File: config.mk
export PLATFORM = sky130hd
export DESIGN_NAME = char_lcd_parallel_controller_unit
export DESIGN_NICKNAME = d
export VERILOG_FILES = /design/src/hdl/clpc_pkg.sv /design/src/hdl/char_lcd_parallel_controller_unit.sv
export VERILOG_INCLUDE_DIRS = /design/src /design/src/hdl
export SDC_FILE = /design/constraint.sdc
export NUM_CORES = 1
export LEC_CHECK = 0
export BUFFER_PORTS_ARGS = -buffer_cell sky130_fd_sc_hd__buf_4
export CAP_MARGIN = 40
export CORE_MARGIN = 2
export CORE_UTILIZATION = 35
export CTS_CLUSTER_SIZE = 8
export DETAILED_ROUTE_END_ITERATION = 7
export SYNTH_ARGS = -nofsm -noshare
export SYNTH_HDL_FRONTEND = slang
export SYNTH_SLANG_ARGS = --single-unit
File: constraint.sdc
create_clock -name clk -period 6.34 [get_ports clk]
set_input_delay 0.317 -clock clk [delete_from_list [all_inputs] [get_ports clk]]
set_output_delay 0.317 -clock clk [all_outputs]
set_load 0.05 [all_outputs]
File: src/hdl/char_lcd_parallel_controller_unit_defines.svh
// assertion macros for the character lcd controller
// expects signals clk and rst_n in the scope of use
`ifndef CHAR_LCD_PARALLEL_CONTROLLER_UNIT_DEFINES_SVH
`define CHAR_LCD_PARALLEL_CONTROLLER_UNIT_DEFINES_SVH
`ifndef SYNTHESIS
`define CLPC_ASSERT_IMP(lbl, a, c) \
  lbl: assert property (@(posedge clk) disable iff (!rst_n) (a) |-> (c)) \
    else $error("assertion failed");
`define CLPC_ASSERT_NXT(lbl, a, c) \
  lbl: assert property (@(posedge clk) disable iff (!rst_n) (a) |=> (c)) \
    else $error("assertion failed");
`else
`define CLPC_ASSERT_IMP(lbl, a, c)
`define CLPC_ASSERT_NXT(lbl, a, c)
`endif
`endif

File: src/hdl/clpc_pkg.sv
// shared constants and the init byte table for the character lcd controller
// no dependencies
`timescale 1ns / 1ps
`default_nettype none
package clpc_pkg;

  localparam int TIMER_WIDTH = 16;
  localparam logic [32:0] TIMER_MAX_EXT = (33'd1 << TIMER_WIDTH) - 33'd1;

  localparam logic [1:0] CMD_TICK      = 2'd0;
  localparam logic [1:0] CMD_WR_INSTR  = 2'd1;
  localparam logic [1:0] CMD_WR_DATA   = 2'd2;
  localparam logic [1:0] CMD_BACKLIGHT = 2'd3;

  localparam logic [1:0] CFG_POWER_OFF = 2'd0;
  localparam logic [1:0] CFG_SETUP     = 2'd1;
  localparam logic [1:0] CFG_PULSE     = 2'd2;

  localparam logic [15:0] POWER_OFF_RESET = 16'd1000;
  localparam logic [7:0]  SETUP_RESET     = 8'd2;
  localparam logic [7:0]  PULSE_RESET     = 8'd12;

  localparam logic [7:0] BUS_RELEASED = 8'hFF;
  localparam logic [2:0] INIT_LAST    = 3'd4;

  function automatic logic [7:0] init_byte(input logic [2:0] step);
    logic [7:0] b;
    unique case (step)
      3'd0:    b = 8'h38;
      3'd1:    b = 8'h0C;
      3'd2:    b = 8'h01;
      3'd3:    b = 8'h06;
      default: b = 8'h02;
    endcase
    return b;
  endfunction

endpackage
`default_nettype wire

File: src/hdl/char_lcd_parallel_controller_unit.sv
// a transaction's result is registered on the edge that accepts it
// throughput one transaction per cycle, set by the single result register
// a stalled result holds the input; the next transaction enters on the edge the result leaves
// reset (rst_n low, synchronous) marks the display uninitialised, idles the sequencer
// and restores the timing registers to 1000, 2 and 12 ticks
`timescale 1ns / 1ps
`default_nettype none
`include "char_lcd_parallel_controller_unit_defines.svh"
module char_lcd_parallel_controller_unit (
  input  wire logic        clk,
  input  wire logic        rst_n,
  input  wire logic        cfg_we,
  input  wire logic [1:0]  cfg_index,
  input  wire logic [15:0] cfg_wdata,
  input  wire logic        in_valid,
  output logic             in_stall,
  input  wire logic [1:0]  in_cmd,
  input  wire logic [7:0]  in_value,
  input  wire logic        in_busy_line,
  output logic             out_valid,
  input  wire logic        out_stall,
  output logic [7:0]       out_bus_data,
  output logic             out_bus_drive,
  output logic             out_reg_select,
  output logic             out_read_not_write,
  output logic             out_enable_pin,
  output logic             out_backlight_pin,
  output logic             out_power_off_pin,
  output logic             out_ready_res,
  output logic             out_write_done,
  output logic             out_rejected
);

  typedef enum logic [3:0] {
    PH_IDLE       = 4'd0,
    PH_POWER_OFF  = 4'd1,
    PH_POWER_BUSY = 4'd2,
    PH_SETUP      = 4'd3,
    PH_PULSE      = 4'd4,
    PH_HOLD       = 4'd5,
    PH_WRITE_BUSY = 4'd6
  } phase_t;

  localparam int TW = clpc_pkg::TIMER_WIDTH;

  logic [15:0] power_off_ticks_r;
  logic [7:0]  setup_ticks_r, pulse_ticks_r;

  phase_t          phase_r, phase_nxt;
  logic [2:0]      init_step_r, init_step_nxt;
  logic            initialized_r, initialized_nxt;
  logic [7:0]      held_byte_r, held_byte_nxt;
  logic            held_is_data_r, held_is_data_nxt;
  logic [TW-1:0]   tick_count_r, tick_count_nxt;
  logic            backlight_r, backlight_nxt;

  logic            out_valid_r;
  logic [7:0]      bus_data_r, bus_data_nxt;
  logic            bus_drive_r, bus_drive_nxt;
  logic            reg_select_r, reg_select_nxt;
  logic            rnw_r, rnw_nxt;
  logic            enable_r, enable_nxt;
  logic            power_off_r, power_off_nxt;
  logic            ready_r, ready_nxt;
  logic            done_r, done_nxt;
  logic            rejected_r, rejected_nxt;

  logic            in_acc;
  logic [TW-1:0]   tick_inc;
  logic [32:0]     target_ext, target_clamped;
  logic            timer_hit;

  assign in_stall = out_valid_r && out_stall;
  assign in_acc   = in_valid && !in_stall;

  // shared saturating timer, target picked by phase
  always_comb begin
    unique case (phase_r)
      PH_POWER_OFF: target_ext = {17'd0, power_off_ticks_r};
      PH_PULSE:     target_ext = {25'd0, pulse_ticks_r};
      default:      target_ext = {25'd0, setup_ticks_r};
    endcase
    target_clamped = (target_ext > clpc_pkg::TIMER_MAX_EXT) ? clpc_pkg::TIMER_MAX_EXT
                                                            : target_ext;
    tick_inc  = (tick_count_r != {TW{1'b1}}) ? tick_count_r + {{(TW-1){1'b0}}, 1'b1}
                                             : tick_count_r;
    timer_hit = (33'(tick_inc) >= target_clamped);
  end

  always_comb begin
    phase_nxt        = phase_r;
    init_step_nxt    = init_step_r;
    initialized_nxt  = initialized_r;
    held_byte_nxt    = held_byte_r;
    held_is_data_nxt = held_is_data_r;
    tick_count_nxt   = tick_count_r;
    backlight_nxt    = backlight_r;
    done_nxt         = 1'b0;
    rejected_nxt     = 1'b0;

    unique case (in_cmd)
      clpc_pkg::CMD_BACKLIGHT: backlight_nxt = in_value[0];
      clpc_pkg::CMD_WR_INSTR, clpc_pkg::CMD_WR_DATA: begin
        if (phase_r != PH_IDLE) begin
          rejected_nxt = 1'b1;
        end else begin
          held_byte_nxt    = in_value;
          held_is_data_nxt = (in_cmd == clpc_pkg::CMD_WR_DATA);
          phase_nxt        = initialized_r ? PH_SETUP : PH_POWER_OFF;
          tick_count_nxt   = '0;
        end
      end
      default: begin
        unique case (phase_r)
          PH_IDLE: ;
          PH_POWER_OFF: begin
            tick_count_nxt = tick_inc;
            if (timer_hit) begin
              phase_nxt      = PH_POWER_BUSY;
              tick_count_nxt = '0;
            end
          end
          PH_POWER_BUSY: begin
            if (!in_busy_line) begin
              init_step_nxt  = '0;
              phase_nxt      = PH_SETUP;
              tick_count_nxt = '0;
            end
          end
          PH_SETUP: begin
            tick_count_nxt = tick_inc;
            if (timer_hit) begin
              phase_nxt      = PH_PULSE;
              tick_count_nxt = '0;
            end
          end
          PH_PULSE: begin
            tick_count_nxt = tick_inc;
            if (timer_hit) begin
              phase_nxt      = PH_HOLD;
              tick_count_nxt = '0;
            end
          end
          PH_HOLD: phase_nxt = PH_WRITE_BUSY;
          PH_WRITE_BUSY: begin
            if (!in_busy_line) begin
              tick_count_nxt = '0;
              if (!initialized_r) begin
                // walk the init bytes, then send the held byte
                if (init_step_r < clpc_pkg::INIT_LAST) begin
                  init_step_nxt = init_step_r + 3'd1;
                end else begin
                  initialized_nxt = 1'b1;
                  init_step_nxt   = '0;
                end
                phase_nxt = PH_SETUP;
              end else begin
                done_nxt  = 1'b1;
                phase_nxt = PH_IDLE;
              end
            end
          end
          default: phase_nxt = PH_IDLE;
        endcase
      end
    endcase
  end

  // pin levels after this transaction
  always_comb begin
    bus_data_nxt   = clpc_pkg::BUS_RELEASED;
    bus_drive_nxt  = 1'b0;
    reg_select_nxt = 1'b0;
    rnw_nxt        = 1'b1;
    enable_nxt     = 1'b0;
    unique case (phase_nxt)
      PH_POWER_BUSY, PH_WRITE_BUSY: enable_nxt = 1'b1;
      PH_SETUP, PH_PULSE, PH_HOLD: begin
        bus_data_nxt   = initialized_nxt ? held_byte_nxt
                                         : clpc_pkg::init_byte(init_step_nxt);
        bus_drive_nxt  = 1'b1;
        reg_select_nxt = initialized_nxt && held_is_data_nxt;
        rnw_nxt        = 1'b0;
        enable_nxt     = (phase_nxt == PH_PULSE);
      end
      default: ;
    endcase
    power_off_nxt = !initialized_nxt &&
                    ((phase_nxt == PH_IDLE) || (phase_nxt == PH_POWER_OFF));
    ready_nxt     = (phase_nxt == PH_IDLE);
  end

  always_ff @(posedge clk) begin
    if (!rst_n) begin
      power_off_ticks_r <= clpc_pkg::POWER_OFF_RESET;
      setup_ticks_r     <= clpc_pkg::SETUP_RESET;
      pulse_ticks_r     <= clpc_pkg::PULSE_RESET;
      phase_r           <= PH_IDLE;
      init_step_r       <= '0;
      initialized_r     <= 1'b0;
      held_byte_r       <= '0;
      held_is_data_r    <= 1'b0;
      tick_count_r      <= '0;
      backlight_r       <= 1'b0;
      out_valid_r       <= 1'b0;
    end else begin
      if (cfg_we) begin
        unique case (cfg_index)
          clpc_pkg::CFG_POWER_OFF: power_off_ticks_r <= cfg_wdata;
          clpc_pkg::CFG_SETUP:     setup_ticks_r     <= cfg_wdata[7:0];
          clpc_pkg::CFG_PULSE:     pulse_ticks_r     <= cfg_wdata[7:0];
          default: ;
        endcase
      end
      if (in_acc) begin
        phase_r        <= phase_nxt;
        init_step_r    <= init_step_nxt;
        initialized_r  <= initialized_nxt;
        held_byte_r    <= held_byte_nxt;
        held_is_data_r <= held_is_data_nxt;
        tick_count_r   <= tick_count_nxt;
        backlight_r    <= backlight_nxt;
        out_valid_r    <= 1'b1;
        // result payload, loaded with each accepted transaction
        bus_data_r     <= bus_data_nxt;
        bus_drive_r    <= bus_drive_nxt;
        reg_select_r   <= reg_select_nxt;
        rnw_r          <= rnw_nxt;
        enable_r       <= enable_nxt;
        power_off_r    <= power_off_nxt;
        ready_r        <= ready_nxt;
        done_r         <= done_nxt;
        rejected_r     <= rejected_nxt;
      end else if (!out_stall) begin
        out_valid_r <= 1'b0;
      end
    end
  end

  assign out_valid          = out_valid_r;
  assign out_bus_data       = bus_data_r;
  assign out_bus_drive      = bus_drive_r;
  assign out_reg_select     = reg_select_r;
  assign out_read_not_write = rnw_r;
  assign out_enable_pin     = enable_r;
  assign out_backlight_pin  = backlight_r;
  assign out_power_off_pin  = power_off_r;
  assign out_ready_res      = ready_r;
  assign out_write_done     = done_r;
  assign out_rejected       = rejected_r;

  `CLPC_ASSERT_NXT(a_reject_busy, in_acc && ((in_cmd == clpc_pkg::CMD_WR_INSTR) || (in_cmd == clpc_pkg::CMD_WR_DATA)) && (phase_r != PH_IDLE), out_rejected)
  `CLPC_ASSERT_IMP(a_done_idle, out_valid_r && done_r, ready_r)
  `CLPC_ASSERT_IMP(a_drive_write, out_valid_r, bus_drive_r != rnw_r)
  `CLPC_ASSERT_IMP(a_unpowered_no_strobe, out_valid_r && power_off_r, !enable_r && !bus_drive_r)
  `CLPC_ASSERT_NXT(a_accept_result, in_acc, out_valid_r)

endmodule
`default_nettype wire

==> Yosys cells after proc, flatten, opt, wreduce, memory -nomap -nowiden <==
Index checks and enable logic that the tools add are counted.
{ "totals": {"regBits": 83, "out_inout_bits": 19} }
{ "classes": {"add_sub_neg": 2, "n_lt_le_gt_ge": 3, "eq_ne": 24, "n_mux": 42, "bitwise_logic": 2, "n_reduce_logical": 26} }
{ "ops": {"columns": ["operator", "n"], "rows": [
  ["case mux 16 bit (2 select lines)", 3],
  ["2-to-1 mux 16 bit", 4],
  [">= comparator 16 x 33 -> 1 bit", 1],
  ["> comparator 33 x 16 -> 1 bit, second input constant", 1],
  ["2-to-1 mux 33 bit", 1],
  ["case mux 4 bit (7 select lines)", 1],
  ["== test 4 x 3 -> 1 bit, second input constant", 6],
  ["2-to-1 mux 4 bit", 6],
  ["2-to-1 mux 8 bit", 3],
  ["case mux 6 bit (4 select lines)", 1],
  ["adder 16 x 1 -> 16 bit, second input constant", 1],
  ["== test 4 x 2 -> 1 bit, second input constant", 4],
  ["inequality test 16 bit, second input constant", 1],
  ["2-to-1 mux 3 bit", 5],
  ["2-to-1 mux 1 bit", 13],
  ["AND reduction 2 bit", 5],
  ["OR reduction 3 bit", 3],
  ["== test 4 x 1 -> 1 bit, second input constant", 2],
  ["zero test 4 bit", 2],
  ["case mux 4 bit (2 select lines)", 1],
  ["== test 2 bit, second input constant", 3],
  ["== test 3 x 2 -> 1 bit, second input constant", 2],
  ["case mux 3 bit (2 select lines)", 1],
  ["OR reduction 2 bit", 3],
  ["other kinds (19)", 26]
]} }

==> Longest topological paths before layout <==
Gate-level depths: netlist of run 1.
{ "logic_depth": {"depth_word": 11, "depth_mapped": 16, "ltp_nobuf": 14} }

==> Least setup slack after synthesis of run 1 <==
No wires, ideal clock.
{ "synth_path": {"kind": "register to register", "startpoint": "register tick_count_r[14]", "endpoint": "register bus_data_r[0], in the netlist out_bus_data[0] (data pin)", "setup_time_ps": 279, "arrival_ps": 3385, "required_ps": 6061, "setup_slack_ps": 2676, "path_stages_with_launch": 17, "n_path_buf": 2, "cell_sequence": "dfxtp_1 > nand3_1 > or2_2 > or3_1 > clkbuf_1 > nand2b_2 > nor2_1 > or2_2 > ha_1 > a21oi_1 > a21boi_1 > o311ai_4 > and3_1 > o211a_1 > a32o_1 > buf_4 > o211ai_1"} }
{ "synth_between": {"elab_chain_len": 8} }
{ "synth_lines": {"columns": ["element", "line_no", "rtl"], "rows": [
  ["start, declared", "char_lcd_parallel_controller_unit.sv:54", "logic [TW-1:0] tick_count_r, tick_count_nxt;"],
  ["start signal, assigned", "char_lcd_parallel_controller_unit.sv:221", "tick_count_r <= tick_count_nxt;"],
  ["adder 16 x 1 -> 16 bit / inequality test 16 bit (equally long branches)", "char_lcd_parallel_controller_unit.sv:85", "tick_inc = (tick_count_r != {TW{1'b1}}) ? tick_count_r + {{(TW-1){1'b0}}, 1'b1}"],
  ["2-to-1 mux 16 bit (*)", "char_lcd_parallel_controller_unit.sv:85", null],
  [">= comparator 16 x 33 -> 1 bit (*)", "char_lcd_parallel_controller_unit.sv:87", "timer_hit = (33'(tick_inc) >= target_clamped);"],
  ["2-to-1 mux 4 bit (on tied branches)", "char_lcd_parallel_controller_unit.sv:139, char_lcd_parallel_controller_unit.sv:118, char_lcd_parallel_controller_unit.sv:132", null],
  ["case mux 4 bit (7 select lines) (*)", "char_lcd_parallel_controller_unit.sv:114", "unique case (phase_r)"],
  ["case mux 4 bit (2 select lines) (*)", "char_lcd_parallel_controller_unit.sv:101", "unique case (in_cmd)"],
  ["== test 4 x 3 -> 1 bit / == test 4 x 2 -> 1 bit (equally long branches)", "char_lcd_parallel_controller_unit.sv:176", "unique case (phase_nxt)"],
  ["OR reduction 3 bit (*)", "char_lcd_parallel_controller_unit.sv:176", null],
  ["end signal, assigned", "char_lcd_parallel_controller_unit.sv:225", "bus_data_r <= bus_data_nxt;"],
  ["end, declared", "char_lcd_parallel_controller_unit.sv:58", "logic [7:0] bus_data_r, bus_data_nxt;"]
]} }
Mark *: on every way between the ends. The rest lies on a longest branch, timed or not.
A chain may end at the register's enable or synchronous reset.

==> Worst setup path after layout of run 1 <==
{ "layout_path": {"startpoint": "register tick_count_r[3]", "endpoint": "register tick_count_r[5]"} }
{ "layout_between": {"elab_chain_len": 6} }
{ "layout_lines": {"columns": ["element", "line_no"], "rows": [
  ["adder 16 x 1 -> 16 bit / inequality test 16 bit (equally long branches)", "char_lcd_parallel_controller_unit.sv:85"],
  ["2-to-1 mux 16 bit (*)", "char_lcd_parallel_controller_unit.sv:85"],
  [">= comparator 16 x 33 -> 1 bit", "char_lcd_parallel_controller_unit.sv:87"],
  ["2-to-1 mux 16 bit (*)", "char_lcd_parallel_controller_unit.sv:118, char_lcd_parallel_controller_unit.sv:132, char_lcd_parallel_controller_unit.sv:139"],
  ["case mux 16 bit (2 select lines) (*)", "char_lcd_parallel_controller_unit.sv:114"],
  ["case mux 16 bit (2 select lines) (*)", "char_lcd_parallel_controller_unit.sv:101"]
]} }
Marked as above.

==> impl_summary.md, run 1 <==
Detailed routing
After detailed routing, the total wire length is 10.6 mm. Detailed routing inserted a total of 3896 vias. The first detailed-routing pass took 5 iterations. The iteration-0 DRC count of the detailed router is 246.

After detailed routing, the number of remaining DRC violations is 0. Dividing the detail-routed via count by the number of cells gives 5.21. The antenna violation net count after detailed routing is 0. The detail-routed net length per standard cell is 14.2 µm.

CTS
In this run, post-CTS hold repair placed 0 buffers. The later-pin clock latency in the skew report is 0.34 ns. The post-CTS setup-driven buffer insertion count is 0. The post-CTS resize count is 0. The buffer cell driving the clock tree root is clkbuf_16. Counting along the longest clock path gives a buffer depth of 2.

The clock sink count is 83. The CTS buffer count is 9. TritonCTS built the clock tree. The maximum level of the CTS H-tree is 3. Clock-pin slew was measured on the worst setup and hold paths at 0.06 ns.

Yosys
The mean instance size in the synthesized netlist is 8.47 µm². The share of synthesized flip-flops with an asynchronous set or reset is 0. The number of enable flip-flop cells after synthesis is 16. The post-synth design cell area is 0.00446 mm².

The netlist uses 64 different library cells. The number of storage elements in the synthesis netlist is 83. By area the synthesized netlist is led by dfxtp_1, edfxtp_1, nand2_1, ha_1, a21oi_1.

The most area-hungry cell type in the Yosys netlist is dfxtp_1. The proportion of synthesized chip area in sequential cells is 0.408. When the netlist entered floorplanning its net count stood at 582.

The share of synthesized area in the top cell type comes to 0.300. The Yosys step of the flow raised 0 warnings. The cell count after synthesis came out at 527.

Among all flip-flop cells after synthesis, the most frequent one is dfxtp_1.

Setup path
The cell that appears most often on the critical path is o21ai_1. The nature of the critical path startpoint is a register. The arrival time of data at the critical path endpoint is 4.57 ns. The worst-path cell with the longest stage delay is nor3_1. The startpoint of the most critical setup path is tick_count_r[3]. The category of the most critical setup path is reg2reg.

The stage delay of the slowest cell on the critical path is 0.60 ns. Walking the worst path, the cells encountered are and3_1 -> nand4_1 -> nor3_1 -> nor4b_1 -> xor2_1 -> ha_1 -> a21oi_1 -> o21ai_1 -> a221oi_2 -> nand3_2 -> a2111oi_4 -> buf_6 -> o21ai_1 -> a311oi_1. The biggest fanout along the worst timing path is 14.

The kind of cell with the highest combined delay on the critical path is compound AO/OA/AOI/OAI gates. The worst reg2reg path startpoint is tick_count_r[3]. The required time of the critical path is 6.58 ns.

The worst setup path is captured at a register. Counting both buffers and inverters, the worst setup path holds a total of 1.

Placed design
Once placement finished, the instance area stood at 0.00501 mm². Prior to clock tree synthesis, the placed netlist has a worst setup slack of 2.11 ns. Routability-driven placement finished with a final weighted congestion of 0.898. The total of buffers placed on input and output ports is 52.

In this run, placement finished with an instance count of 732. Summed over all nets, the half-perimeter wirelength after detailed placement is 7.77 mm.

STA
The setup TNS after final layout is 0 ns. The number of max-slew violations in the final report is 0. The least setup slack across all paths after layout is 2.01 ns. Setup repair after global routing left no endpoint under its margin.

Static timing analysis puts the maximum clock frequency at 0.231 GHz. The number of failing hold endpoints at the final stage came to 0. The worst slew margin relative to its limit is 0.504. For the final database, setup skew stands at 0.00436 ns.

The transition time of the tightest slew-check pin is 0.740 ns. The count of endpoints failing setup in the final report is 0. The routed design could run at a clock period as short as 4.33 ns. The share of the clock period used by the worst path after layout is 0.684.

Floorplan
From left edge to right edge, the die measures 117 µm. The vertical die dimension is 117 µm. The die area is 0.0137 mm². The area inside the core boundary is 0.0125 mm². The number of placement rows is 41.

The starting utilization of the core area is 0.357. The number of I/O pins is 53.

Final layout
After the last flow step, the layout net total stands at 626. In the final layout, the share of cells above drive strength 1 is 0.155. The fill cell instance count of the final layout is 1298. In the layout the commonest cells are nand2_1, dfxtp_1, buf_4, nor2_1, a21oi_1. The area growth from synthesis to layout is 18.5%. The final antenna diode count is 0. For this run, the number of standard cells in the final layout without fillers is 748. Leaving out fill and tap cells, the most frequent cell in the layout is nand2_1. The summed area of non-filler cells in the final layout is 0.00529 mm².

Global routing
The initial antenna violation count came to 0. The maximum number of pins on one net before global-route repair is 56. The global-route wire length before repair is 17.6 mm. The number of global-route vias before repair came to 3646.

Summed over all layers, the global routing overflow is 0. The global routing usage summed across all routing layers is 0.165.

Power
Power comes to 1.25 mW. The total leakage power is 2.19 nW. For this design the ratio of total power to cell area is 237 mW/mm². The maximum resistive drop on vdd is 0.222 mV.

Flow run
The reported max-cap violation count is 0.

Worst hold path
The startpoint identified for the worst hold timing path is cfg_wdata[8]. The class of the tightest hold or removal check is in2reg.

Run status
The flow ran to the end, and the final reports show no timing, DRC or antenna violations.
## synthesized netlist by cell type (6+ instances only)
cell / instances
nand2_1: 103
dfxtp_1: 67
nor2_1: 54
a21oi_1: 49
ha_1: 21
mux2i_1: 21
nand3_1: 19
clkbuf_1: 16
edfxtp_1: 16
a22oi_1: 10
inv_1: 10
o21ai_0: 9
and3_1: 8
nor3_1: 8
a22o_1: 7
a31oi_1: 7
nand2b_1: 7
buf_2: 6
nand4_1: 6
## worst register-to-register path: cells and delay by family, from the launching register on
family | cells | cell delay (ns)
AOI/OAI and AO/OA | 6 | 1.63
and+or+nand+nor | 5 | 1.42
DFF | 1 | 0.42
adders and majority gates | 1 | 0.33
buffers and inverters | 1 | 0.24
xor gates and xnor gates | 1 | 0.20
## path summary, 6_finish.rpt
check                          to  slack, ns  cells after the start
max reg2reg       tick_count_r[5]       2.01                     14
max               tick_count_r[5]       2.01                     14
min reg2reg        held_byte_r[2]       0.45                      2
min          power_off_ticks_r[8]       0.19                      3
## state kept, by name, indices dropped and copies added (netlist names), 3 cells and up
| signal | flops |
|---|---|
| power_off_ticks_r | 16 |
| tick_count_r | 16 |
| held_byte_r | 8 |
| out_bus_data | 8 |
| pulse_ticks_r | 8 |
| setup_ticks_r | 8 |
| phase_r | 4 |
| init_step_r | 3 |
## area by class of cell
class | instances | area [µm²] | area share
clock inverter | 4 | 26.3 | 0.00497
sequential | 83 | 1820 | 0.344
multi-input combinational | 408 | 2490 | 0.471
timing repair buffer | 59 | 450 | 0.0851
clock buffer | 12 | 250 | 0.0473
inverter | 10 | 37.5 | 0.00709
tap | 172 | 215 | 0.0407
## stage by stage
stage / util / hold WS [ns]
6_report: 0.423 / 0.187
5_1_grt: 0.423 / 0.204
4_1_cts: 0.423 / 0.181
3_5_place_dp: 0.401 / 0.447
3_3_place_gp: 0.398 / 0.441
2_1_floorplan: - / 0.436
## cell families after synthesis
group           share of synthesized area
fa+ha+maj                          0.0589
buf+inv                            0.0353
mux                                0.0496
compound gates                      0.186
xor+xnor                           0.0137
simple gates                        0.248
flops                               0.408
## layer usage
layer	track usage	share of wire	wire, µm	vias up
met2	0.275	0.48	5120	107
met4	0.0573	0.015	156	0
met5	0	0	0	-
met3	0.0469	0.053	566	12
met1	0.206	0.45	4750	1805
li1	-	-	-	1972
## where the power goes
part	internal (mW)	switching [mW]	total (mW)
clock network	0.280	0.208	0.488
logic	0.0737	0.119	0.193
registers	0.559	0.0141	0.574
Power figures use the tool's default switching activity.
==> run 2, diff against run 1 <==
==> constraint.sdc (replaced) <==
create_clock -name clk -period 3.5 [get_ports clk]
set_input_delay 0.175 -clock clk [delete_from_list [all_inputs] [get_ports clk]]
set_output_delay 0.175 -clock clk [all_outputs]
set_load 0.05 [all_outputs]
==> impl_summary.md, run 2 (synthesis gave the netlist of run 1 again) <==
STA
The count of endpoints failing setup in the final report is 7. Setup total negative slack on the finished layout was measured at -0.126 ns. The number of failing hold endpoints at the final stage is 0. The number of max-slew violations in the final report is 0. The transition time of the tightest slew-check pin is 0.739 ns. Setup slack on the critical path of the routed design comes to -0.0318 ns. The worst slew margin relative to its limit is 0.505. Setup repair after global routing could not meet its margin everywhere. In the finished design, the share of the clock period the worst path needs comes to 1.01. For this run, the top clock speed supported by timing is 0.283 GHz. The shortest clock period the worst path allows after layout is 3.53 ns.

The final setup skew is 0.00761 ns.

Setup path
For this run, the slowest stage of the critical path takes 0.38 ns. Among the stages of the critical path, the cell type that occurs most often is buf_4. The worst reg2reg path startpoint is tick_count_r[6]. The critical path goes through and3_4 -> nand4_1 -> buf_4 -> buf_4 -> nor2_2 -> a21boi_1 -> or3_4 -> ha_1 -> nand3_2 -> nor2_4 -> a221oi_2 -> buf_4 -> and3_4 -> o221ai_2 -> a32o_2 -> and3_1. The worst-path cell with the longest stage delay is or3_4. The worst setup path is captured at a register.

STA puts the critical path data arrival time at 3.63 ns. The biggest fanout along the worst timing path is 4. For the worst setup path, the data required time is 3.60 ns. STA classifies the critical path startpoint as a register. The kind of cell with the highest combined delay along the critical path is simple AND/OR/NAND/NOR gates. The category of the most critical setup path is reg2reg.

The end of the worst register-to-register path is out_reg_select. The startpoint of the most critical setup path is tick_count_r[6]. The logic depth of the worst register-to-register path is 16.

The number of buffer and inverter stages on the critical path is 3. The register-to-register setup slack is -0.03 ns.

Power
The total leakage power is 2.58 nW. Dividing total power by cell area gives a power density of 409 mW/mm². The worst-case IR drop observed on VDD is 0.305 mV.

CTS
The clock sink count is 83. Clock-pin slew was measured on the worst setup and hold paths at 0.07 ns. The CTS tree is done. Counting the buffers created by CTS gives 9.

The maximum level of the CTS H-tree is 3. The hold-fix buffer count after cts is 0. The buffer cell driving the clock tree root is clkbuf_16. The deepest clock path buffer count is 2. The later-pin clock latency in the skew report is 0.35 ns.

Global routing
The first global-routing pass estimated 19.5 mm of wire. The maximum number of pins on one net before global-route repair is 52. For this run, the total global-route usage over all layers was measured as 0.182. The initial antenna violation count is 0.

The number of global-route vias before repair is 3957. The global-route congestion overflow total is 0.

Floorplan
The floorplan has 41 rows. The core region is 0.0125 mm². The die area is 0.0137 mm².

The starting utilization of the core area is 0.357. The floorplan step set the die width to 117 µm. The number of I/O pins is 53. The vertical die dimension is 117 µm.

Final layout
Relative to the synthesized area, the layout overhead comes to 37.2%. The fill cell instance count of the final layout is 1180. The largest registers in the layout are power_off_ticks_r: 16 flops, tick_count_r: 16 flops. In the final layout, the share of cells above drive strength 1 is 0.342. The final non-filler cell total is 803. In the layout the commonest cells are buf_4, nand2_1, dfxtp_1, nor2_1, a21oi_1. The library cell used most frequently in the layout, excluding fill and tap cells, is buf_4. The number of antenna diodes in the final layout is 0.

The final layout net count is 681.

Detailed routing
The post-detailed-route DRC marker count is 0. In this run the remaining antenna-violating nets after routing total 0. The total detailed-routing wirelength is 12.5 mm. The number of detailed-route iterations in the first pass is 8. After the first detailed-routing iteration, the DRC count stood at 271. The detail-routed net length per standard cell is 15.5 µm. For this block, the via count after detailed routing is 4245. Dividing the detail-routed via count by the number of cells gives 5.29.

Worst hold path
The worst hold path was traced through 3 stages. The class of the tightest hold or removal check is in2reg. The origin of the worst min-delay path is cfg_wdata[8].

The end of the worst hold path is power_off_ticks_r[8].

Placed design
Once placement completed, the tool counted placed cells totaling 775. Routability-driven placement finished with a final weighted congestion of 0.957. The total of buffers placed on input and output ports is 52. The estimated wirelength of the detail-placed design is 8.47 mm.

Run status
The flow ran to the end, but the final reports show violations. The checks that failed: negative setup slack.

Flow run
The tool flagged a number of max-cap violations equal to 0.
==> run 2: metal layers <==
metal / up-vias / track usage / part of all wire
li1: 2090 / - / -
met1: 2024 / 0.235 / 0.44
met2: 116 / 0.301 / 0.49
met3: 15 / 0.0438 / 0.051
met4: 0 / 0.0596 / 0.013
met5: - / 0 / 0
==> run 2: worst max path at each step <==
stage	end	slack, ns	cells after the start
detailed placement	out_bus_data[3]	-0.29	16
global route	out_bus_data[0]	-0.18	14
CTS	out_bus_data[0]	-0.003	16
floorplan	out_bus_data[0]	0.002	16
finish	out_reg_select	-0.03	16
global placement	out_bus_data[3]	-0.16	16
==> run 2: stage by stage <==
step | hold slack [ns] | util | area [µm²] | power [mW] | worst slack, ns
after floorplan | 0.299 | - | 4500 | 1.30 | 0.00159
after global placement | 0.389 | 0.428 | 5360 | 1.42 | -0.162
after detailed placement | 0.387 | 0.428 | 5360 | 1.43 | -0.286
after CTS | 0.0276 | 0.465 | 5820 | 2.50 | -0.00331
after global routing | 0.0348 | 0.489 | 6130 | 2.61 | -0.182
final | 0.0322 | 0.489 | 6130 | 2.51 | -0.0318
==> run 2: area by class of cell <==
type,count,area [µm²],share of cell area
multi-input combinational,409,2840,0.463
sequential,83,1840,0.300
timing repair buffer,113,875,0.143
clock buffer,9,225,0.0368
tap,172,215,0.0351
clock inverter,7,100,0.0163
inverter,10,37.5,0.00613
==> run 2: report_power, final <==
group	internal [mW]	switching, mW	total, mW
registers	1.01	0.0185	1.03
clock network	0.631	0.420	1.05
logic	0.170	0.253	0.423
total	1.81	0.692	2.51
==> run 2: tightest hold or removal path, cell delays in order <==
cell,delay (ns)
buf_4,0.08
nand2_1,0.04
nand3_1,0.06
==> run 2: what timing repair did <==
item / in CTS / in global routing
endpoints found under the setup margin: 27 / 31
pin swaps: 10 / 39
setup buffers: 5 / 6
cloned: 2 / 0
gates resized for setup: 20 / 65
